$ cat config.mk
export PLATFORM = sky130hd
export DESIGN_NAME = huffman_tree_builder
export DESIGN_NICKNAME = d
export VERILOG_FILES = /design/src/rtl/huftb_pkg.sv /design/src/rtl/huftb_node_ram.sv /design/src/rtl/huftb_min2.sv /design/src/rtl/huffman_tree_builder.sv
export SDC_FILE = /design/constraint.sdc
export NUM_CORES = 2
export LEC_CHECK = 0
export BUFFER_PORTS_ARGS = -buffer_cell sky130_fd_sc_hd__buf_2
export CAP_MARGIN = 10
export CORE_MARGIN = 10
export CORE_UTILIZATION = 50
export DETAILED_ROUTE_END_ITERATION = 6
export GPL_TIMING_DRIVEN = 0
export PLACE_DENSITY = 0.65
export SYNTH_ARGS = -nofsm -noshare
export SYNTH_HDL_FRONTEND = slang
export SYNTH_SLANG_ARGS = --single-unit
$ cat constraint.sdc
create_clock -name clk -period 7.53 [get_ports clk]
set_input_delay 1.1295 -clock clk [delete_from_list [all_inputs] [get_ports clk]]
set_output_delay 1.1295 -clock clk [all_outputs]
set_load 0.01 [all_outputs]
$ cat src/rtl/huftb_pkg.sv
package huftb_pkg;

    // fixed field widths of the stream payloads
    localparam int IN_WEIGHT_W = 16;
    localparam int IDX_W       = 6;
    localparam int SUM_OUT_W   = 21;
    localparam int OUT_DATA_W  = 3 * IDX_W + SUM_OUT_W + 1;

    // defaults for the top level parameters
    localparam int DEF_MAX_LEAVES  = 32;
    localparam int DEF_WEIGHT_BITS = 16;

    // control of the running two-minimum unit
    typedef struct packed {
        logic             clear;
        logic             sample;
        logic [IDX_W-1:0] idx;
    } min2_ctl_t;

endpackage

$ cat src/rtl/huftb_node_ram.sv
module huftb_node_ram
    import huftb_pkg::*;
#(
    parameter int DEPTH  = 2 * DEF_MAX_LEAVES,
    parameter int ADDR_W = $clog2(2 * DEF_MAX_LEAVES),
    parameter int DATA_W = DEF_WEIGHT_BITS + $clog2(DEF_MAX_LEAVES)
)
(
    input  logic              clk,
    input  logic              wr_en,
    input  logic [ADDR_W-1:0] wr_addr,
    input  logic [DATA_W-1:0] wr_data,
    input  logic              rd_en,
    input  logic [ADDR_W-1:0] rd_addr,
    output logic [DATA_W-1:0] rd_data
);

    logic [DATA_W-1:0] mem [DEPTH];
    logic [DATA_W-1:0] rd_data_reg;

    always_ff @(posedge clk)
    begin
        if (wr_en)
        begin
            mem[wr_addr] <= wr_data;
        end
        if (rd_en)
        begin
            rd_data_reg <= mem[rd_addr];
        end
    end

    assign rd_data = rd_data_reg;

endmodule

$ cat src/rtl/huftb_min2.sv
module huftb_min2
    import huftb_pkg::*;
#(
    parameter int SUM_W = DEF_WEIGHT_BITS + $clog2(DEF_MAX_LEAVES)
)
(
    input  logic             clk,
    input  logic             rst_n,
    input  min2_ctl_t        ctl,
    input  logic [SUM_W-1:0] sample_weight,
    output logic [IDX_W-1:0] first_idx,
    output logic [IDX_W-1:0] second_idx,
    output logic [SUM_W-1:0] first_weight,
    output logic [SUM_W-1:0] second_weight
);

    logic             have1_reg, have1_next;
    logic             have2_reg, have2_next;
    logic [IDX_W-1:0] idx1_reg, idx1_next;
    logic [IDX_W-1:0] idx2_reg, idx2_next;
    logic [SUM_W-1:0] w1_reg, w1_next;
    logic [SUM_W-1:0] w2_reg, w2_next;
    logic             below1;
    logic             below2;

    // strict compares keep ties on the lower index seen first
    assign below1 = !have1_reg || (sample_weight < w1_reg);
    assign below2 = !have2_reg || (sample_weight < w2_reg);

    always_comb
    begin
        have1_next = have1_reg;
        have2_next = have2_reg;
        idx1_next  = idx1_reg;
        idx2_next  = idx2_reg;
        w1_next    = w1_reg;
        w2_next    = w2_reg;
        if (ctl.clear)
        begin
            have1_next = 1'b0;
            have2_next = 1'b0;
        end
        else if (ctl.sample)
        begin
            if (below1)
            begin
                have2_next = have1_reg;
                idx2_next  = idx1_reg;
                w2_next    = w1_reg;
                have1_next = 1'b1;
                idx1_next  = ctl.idx;
                w1_next    = sample_weight;
            end
            else if (below2)
            begin
                have2_next = 1'b1;
                idx2_next  = ctl.idx;
                w2_next    = sample_weight;
            end
        end
    end

    always_ff @(posedge clk or negedge rst_n)
    begin
        if (!rst_n)
        begin
            have1_reg <= 1'b0;
            have2_reg <= 1'b0;
        end
        else
        begin
            have1_reg <= have1_next;
            have2_reg <= have2_next;
        end
    end

    always_ff @(posedge clk)
    begin
        idx1_reg <= idx1_next;
        idx2_reg <= idx2_next;
        w1_reg   <= w1_next;
        w2_reg   <= w2_next;
    end

    assign first_idx     = idx1_reg;
    assign second_idx    = idx2_reg;
    assign first_weight  = w1_reg;
    assign second_weight = w2_reg;

endmodule

$ cat src/rtl/huffman_tree_builder.sv
// leaf load: one leaf request per cycle, ready held high while loading
// build: internal node k reads nodes 1 .. k-1 through one read port, the reads pass
//   the read and compare pipeline, then a summing state merges them, held by output stall
// a set of n leaves closes with internal node 2n-1, the root
// reset: asynchronous active low, clears leaf count, drop flag, parent bits, state, read and output valid
module huffman_tree_builder
    import huftb_pkg::*;
#(
    parameter int MAX_LEAVES  = DEF_MAX_LEAVES,
    parameter int WEIGHT_BITS = DEF_WEIGHT_BITS
)
(
    input  logic                   clk,
    input  logic                   rst_n,
    // slave side: leaf requests
    input  logic                   s_tvalid,
    output logic                   s_tready,
    input  logic [IN_WEIGHT_W-1:0] s_tdata,  // [15:0] leaf_weight
    input  logic                   s_tlast,  // is_last
    // master side: internal node results
    output logic                   m_tvalid,
    input  logic                   m_tready,
    // [5:0] node_index, [11:6] left_child, [17:12] right_child,
    // [38:18] node_weight_sum, [39] overflow
    output logic [OUT_DATA_W-1:0]  m_tdata,
    output logic                   m_tlast   // last_node
);

    // node slots 1 .. 2*MAX_LEAVES-1, slot zero unused
    localparam int SLOTS  = 2 * MAX_LEAVES;
    localparam int NODE_W = $clog2(SLOTS);
    localparam int LC_W   = $clog2(MAX_LEAVES + 1);
    localparam int SUM_W  = WEIGHT_BITS + $clog2(MAX_LEAVES);
    localparam logic [IN_WEIGHT_W-1:0] IN_MASK = (WEIGHT_BITS >= IN_WEIGHT_W) ?
        {IN_WEIGHT_W{1'b1}} : IN_WEIGHT_W'((64'd1 << WEIGHT_BITS) - 64'd1);

    // sequencer states
    localparam logic [1:0] S_LOAD = 2'd0;  // taking leaves
    localparam logic [1:0] S_SCAN = 2'd1;  // sweeping the store for two minima
    localparam logic [1:0] S_SUM  = 2'd2;  // merge and hand off the result

    logic [1:0]        state_reg, state_next;
    logic [LC_W-1:0]   leaf_count_reg, leaf_count_next;
    logic              dropped_reg, dropped_next;
    logic [SLOTS-1:0]  has_parent_reg, has_parent_next;
    logic [LC_W-1:0]   n_reg, n_next;
    logic [NODE_W-1:0] node_reg, node_next;
    logic [NODE_W-1:0] scan_idx_reg, scan_idx_next;

    // read pipeline stage in front of the compare unit
    logic              rd_valid_reg, rd_valid_next;
    logic              rd_free_reg, rd_free_next;
    logic [NODE_W-1:0] rd_idx_reg, rd_idx_next;

    // output register
    logic                 m_valid_reg, m_valid_next;
    logic [OUT_DATA_W-1:0] m_data_reg, m_data_next;
    logic                 m_last_reg, m_last_next;

    logic                 in_fire;
    logic                 keep_leaf;
    logic [LC_W-1:0]      count_after;
    logic                 out_free;
    logic                 issue;
    logic [NODE_W-1:0]    total;
    logic [SUM_W-1:0]     leaf_value;
    logic [SUM_W-1:0]     node_sum;

    logic                 ram_wr_en;
    logic [NODE_W-1:0]    ram_wr_addr;
    logic [SUM_W-1:0]     ram_wr_data;
    logic [SUM_W-1:0]     ram_rd_data;

    min2_ctl_t            min2_ctl;
    logic [IDX_W-1:0]     min_idx1;
    logic [IDX_W-1:0]     min_idx2;
    logic [SUM_W-1:0]     min_w1;
    logic [SUM_W-1:0]     min_w2;

    assign s_tready    = (state_reg == S_LOAD);
    assign in_fire     = s_tvalid && s_tready;
    assign keep_leaf   = (leaf_count_reg < LC_W'(MAX_LEAVES));
    assign count_after = keep_leaf ? leaf_count_reg + LC_W'(1) : leaf_count_reg;
    assign out_free    = !m_valid_reg || m_tready;
    // only the low weight bits take part
    assign leaf_value  = SUM_W'(s_tdata & IN_MASK);
    // 2n-1 taken in NODE_W bits, exact for any kept n
    assign total       = NODE_W'({n_reg, 1'b0}) - NODE_W'(1);
    // sums never exceed SUM_W bits
    assign node_sum    = min_w1 + min_w2;
    // read every node below the new one
    assign issue       = (state_reg == S_SCAN) && (scan_idx_reg < node_reg);

    always_comb
    begin
        state_next      = state_reg;
        leaf_count_next = leaf_count_reg;
        dropped_next    = dropped_reg;
        has_parent_next = has_parent_reg;
        n_next          = n_reg;
        node_next       = node_reg;
        scan_idx_next   = scan_idx_reg;
        rd_valid_next   = issue;
        rd_idx_next     = scan_idx_reg;
        rd_free_next    = !has_parent_reg[scan_idx_reg];
        m_valid_next    = m_valid_reg && !m_tready;
        m_data_next     = m_data_reg;
        m_last_next     = m_last_reg;
        ram_wr_en       = 1'b0;
        ram_wr_addr     = NODE_W'(leaf_count_reg) + NODE_W'(1);
        ram_wr_data     = leaf_value;
        min2_ctl.clear  = 1'b0;
        min2_ctl.sample = rd_valid_reg && rd_free_reg;
        min2_ctl.idx    = IDX_W'(rd_idx_reg);

        case (state_reg)
            S_LOAD:
            begin
                if (in_fire)
                begin
                    leaf_count_next = count_after;
                    if (keep_leaf)
                    begin
                        ram_wr_en = 1'b1;
                    end
                    else
                    begin
                        // leaf past capacity is dropped
                        dropped_next = 1'b1;
                    end
                    if (s_tlast)
                    begin
                        if (count_after >= LC_W'(2))
                        begin
                            n_next         = count_after;
                            node_next      = NODE_W'(count_after) + NODE_W'(1);
                            scan_idx_next  = NODE_W'(1);
                            min2_ctl.clear = 1'b1;
                            state_next     = S_SCAN;
                        end
                        else
                        begin
                            // one leaf or none: set ends with no result
                            leaf_count_next = '0;
                            dropped_next    = 1'b0;
                            has_parent_next = '0;
                        end
                    end
                end
            end
            S_SCAN:
            begin
                if (issue)
                begin
                    scan_idx_next = scan_idx_reg + NODE_W'(1);
                end
                else if (!rd_valid_reg)
                begin
                    // last sample has reached the compare unit
                    state_next = S_SUM;
                end
            end
            S_SUM:
            begin
                if (out_free)
                begin
                    m_valid_next = 1'b1;
                    m_last_next  = (node_reg == total);
                    m_data_next  = {dropped_reg,
                                    SUM_OUT_W'(node_sum),
                                    min_idx2,
                                    min_idx1,
                                    IDX_W'(node_reg)};
                    ram_wr_en    = 1'b1;
                    ram_wr_addr  = node_reg;
                    ram_wr_data  = node_sum;
                    has_parent_next[min_idx1[NODE_W-1:0]] = 1'b1;
                    has_parent_next[min_idx2[NODE_W-1:0]] = 1'b1;
                    if (node_reg == total)
                    begin
                        // root done, ready for a new set
                        leaf_count_next = '0;
                        dropped_next    = 1'b0;
                        has_parent_next = '0;
                        state_next      = S_LOAD;
                    end
                    else
                    begin
                        node_next      = node_reg + NODE_W'(1);
                        scan_idx_next  = NODE_W'(1);
                        min2_ctl.clear = 1'b1;
                        state_next     = S_SCAN;
                    end
                end
            end
            default:
            begin
                state_next = S_LOAD;
            end
        endcase
    end

    always_ff @(posedge clk or negedge rst_n)
    begin
        if (!rst_n)
        begin
            state_reg      <= S_LOAD;
            leaf_count_reg <= '0;
            dropped_reg    <= 1'b0;
            has_parent_reg <= '0;
            rd_valid_reg   <= 1'b0;
            m_valid_reg    <= 1'b0;
        end
        else
        begin
            state_reg      <= state_next;
            leaf_count_reg <= leaf_count_next;
            dropped_reg    <= dropped_next;
            has_parent_reg <= has_parent_next;
            rd_valid_reg   <= rd_valid_next;
            m_valid_reg    <= m_valid_next;
        end
    end

    always_ff @(posedge clk)
    begin
        n_reg        <= n_next;
        node_reg     <= node_next;
        scan_idx_reg <= scan_idx_next;
        rd_idx_reg   <= rd_idx_next;
        rd_free_reg  <= rd_free_next;
        m_data_reg   <= m_data_next;
        m_last_reg   <= m_last_next;
    end

    // weight store, one write and one registered read per cycle
    huftb_node_ram #(
        .DEPTH  (SLOTS),
        .ADDR_W (NODE_W),
        .DATA_W (SUM_W)
    ) u_store (
        .clk     (clk),
        .wr_en   (ram_wr_en),
        .wr_addr (ram_wr_addr),
        .wr_data (ram_wr_data),
        .rd_en   (issue),
        .rd_addr (scan_idx_reg),
        .rd_data (ram_rd_data)
    );

    // shared compare unit tracking the two lightest parentless nodes
    huftb_min2 #(
        .SUM_W (SUM_W)
    ) u_min2 (
        .clk           (clk),
        .rst_n         (rst_n),
        .ctl           (min2_ctl),
        .sample_weight (ram_rd_data),
        .first_idx     (min_idx1),
        .second_idx    (min_idx2),
        .first_weight  (min_w1),
        .second_weight (min_w2)
    );

    assign m_tvalid = m_valid_reg;
    assign m_tdata  = m_data_reg;
    assign m_tlast  = m_last_reg;

endmodule
==> flow_summary.json <==
{
  "start_util_pct": 50.35,
  "p_total_mw": 29.48,
  "path_cells": "buf_2, clkbuf_1, clkbuf_1, nor2b_1, a211oi_1, a211oi_1, a21oi_1, nand2_1",
  "htree_levels": 4,
  "core_area_mm2": 0.1256,
  "grt-ovfl-total": 0,
  "power_frac_seq_pct": 38.4,
  "clock-sinks": 1561,
  "hpwlAfterDp_um": 115000,
  "criticalPathCategory": "reg2reg",
  "fp-row-count": 130,
  "synth_edf_count": 1477,
  "die_w_um": 375.6,
  "ir_worst_vdd_mv": 0.3142,
  "syn_avg_cell_area_um2": 19.36,
  "cts_max_path_buffers": 3,
  "grtUsageTotal_pct": 23.89,
  "min_period_ns": 4.914,
  "clk-insertion-delay-late_ns": 0.81,
  "async_reset_ff_share_pct": 4.933,
  "ctsResizeCount": 0,
  "netlist_area_mm2": 0.06323,
  "pwr-share-clk_pct": 26.9,
  "fin_area_mm2": 0.07267,
  "p_per_area_mw_per_mm2": 405.7,
  "max_stage_delay_ns": 1.07,
  "rsz0062_at_grt": "no",
  "die_area_mm2": 0.1411,
  "drc": 0,
  "final_util_pct": 57.87,
  "max-slew-margin-rel_pct": 7.944,
  "yosysSeqAreaShare_pct": 73.42,
  "finalHoldViolCount": 0,
  "cts_hold_buf": 0,
  "final_net_count": 3658,
  "grt_first_pass_wirelength_um": 242100,
  "cts_tree": "built",
  "setup_tns_ns": 0,
  "worst-path-max-fanout": 10,
  "crit_path_start_kind": "register",
  "critPathCaptureType": "register",
  "syn_inst": 3266,
  "setup_viol": 0,
  "wl_um": 169300,
  "fin_skew_ns": 0.03975,
  "slew_violations": 0,
  "fill_cells": 9165,
  "cp_data_required_time_ns": 7.97,
  "grt_pass1_vias": 33390,
  "antenna_found_initial": 9,
  "critPathArrivalTime_ns": 5.35,
  "syn-num-nets": 3359,
  "leakage_nw": 24.05,
  "cts-root-buf": "clkbuf_16",
  "switching_share_pct": 34.87,
  "synth.distinct_cells": 64,
  "fmax_ghz": 0.2035,
  "hold_path_class": "in2async",
  "cap_violations": 0,
  "post_drt_via_cell_ratio": 6.281,
  "ios": 64,
  "period_share_pct": 65.26,
  "layout-drive-gt1-share_pct": 26.12,
  "largest_register_ffs": 1344,
  "intPower_mw": 19.20,
  "postRouteAntennaNets": 0,
  "port_buffers": 63,
  "vias": 33610,
  "grt_max_degree": 65,
  "slowest_stage": "clkbuf_1",
  "drt_iter0_drc": 4105,
  "dominantRegCellSynth": "edfxtp_1",
  "ys_ff_latch": 1561,
  "p_switching_mw": 10.28,
  "drtPass1Iterations": 5,
  "outcome": "finished, final reports clean",
  "tightest_slew_ns": 1.381,
  "wl_per_cell_um": 31.63,
  "syn2layout_area_growth_pct": 14.94,
  "die_y_um": 375.6,
  "post_cts_buffers": 0,
  "place_congestion": 0.9499,
  "clkTransAtPathRegs_ns": 0.06,
  "cts_buffers": 157,
  "p_comb_share_pct": 34.7,
  "synth.yosys.warnings": 0,
  "post_dp_cell_area_mm2": 0.06740
}
## synth_stat cells, types with 16 or more instances
cell type	instances	area share [%]
mux2i_1	59	0.93
a21oi_1	159	1.3
xnor2_1	25	0.35
o22ai_1	67	0.66
dfrtp_1	77	3.0
buf_4	19	0.23
mux4_2	379	14
a21o_1	23	0.27
nand2_1	92	0.55
nor2b_1	54	0.53
o21ai_0	48	0.38
mux2_2	44	0.78
buf_1	26	0.15
edfxtp_1	1477	70
inv_1	63	0.37
ha_1	71	1.4
a211oi_1	67	0.80
o31ai_1	16	0.19
buf_2	46	0.36
clkbuf_1	78	0.46
nand3_1	30	0.24
nor2_1	169	1.0
buf_6	16	0.28
## worst paths after layout
| kind | startpoint | end | slack (ns) | cells after the start |
|---|---|---|---|---|
| max | rd_idx_next[1] | u_store.rd_data[0] | 2.62 | 8 |
| min | rst_n | has_parent_reg[51] | 0.22 | 1 |
| max reg2reg | rd_idx_next[1] | u_store.rd_data[0] | 2.62 | 8 |
| min reg2reg | rd_idx_next[0] | rd_idx_reg[0] | 0.44 | 0 |
| max in group asynchronous | rst_n | u_min2.have1_reg | 6.71 | 2 |
| min in group clk | rd_idx_next[0] | rd_idx_reg[0] | 0.44 | 0 |
## through the flow
step,worst slack (ns),cells,hold WS [ns]
3_3_place_gp,-2.331,4979,0.4180
6_report,2.616,5351,0.2208
4_1_cts,2.844,5345,0.1878
3_5_place_dp,2.640,5053,0.4233
2_1_floorplan,1.539,3266,0.3686
5_1_grt,2.635,5348,0.2234
## layer usage
layer  track usage, %  routed length [um]  share of wire, %  up-vias
li1                 -                   -                 -    14010
met1            31.76               66160                39    17660
met2            38.20               81470                48     1598
met3            5.810               14650               8.7      326
met4            9.119                6625               3.9       14
met5                0                 345              0.20        -
## power groups by stage
stage	registers [mW]	logic, mW	clock network [mW]
after CTS	11.3	10.2	8.01
after global placement	11.6	9.63	0
after floorplan	11.4	5.96	0
final	11.3	10.2	7.92
after global routing	11.4	10.7	8.36
after detailed placement	11.5	10.1	0
## critical path, delay by kind of cell (launching register included)
kind	cells	cell delay, ns
buf+inv	3	2.28
compound gates	3	1.35
simple gates	2	0.46
flops	1	0.42
## final cells by class
type / instances / area (um^2) / area share [%]
Sequential cell: 1561 / 46420 / 63.87
Multi-Input combinational cell: 1457 / 16040 / 22.08
Clock buffer: 195 / 4195 / 5.773
Tap cell: 1650 / 2064 / 2.841
Timing Repair Buffer: 140 / 1749 / 2.407
Clock inverter: 97 / 1015 / 1.396
Buffer: 185 / 943.4 / 1.298
Inverter: 63 / 236.5 / 0.3254
Antenna cell: 3 / 7.507 / 0.01033
## kinds of logic after synthesis
kind of cell,Yosys count,synth area share [%]
xor+xnor,35,0.4848
simple gates,427,3.210
flops,1561,73.42
mux,482,15.22
compound gates,441,4.367
fa+ha+maj,72,1.437
buf+inv,248,1.866
## placed cells by master, fill, tap and decap left out, types with 13 or more instances in the layout
master,n
edfxtp_1,1477
mux4_2,379
clkbuf_16,160
a21oi_1,159
buf_2,109
clkbuf_1,107
nor2_1,104
nand2_1,86
dfrtp_1,77
ha_1,71
a211oi_1,67
o22ai_1,67
inv_1,63
mux2i_1,57
nor2b_1,54
o21ai_0,47
mux2_2,43
nor2_2,34
clkinv_1,34
nor2_4,31
nand3_1,30
clkinv_2,28
buf_4,26
buf_1,26
buf_8,26
xnor2_1,25
buf_12,25
a21o_1,23
buf_6,18
bufinv_16,18
buf_16,17
o31ai_1,14
a22oi_1,13
nand3b_1,13
Power figures use the tool's default switching activity.
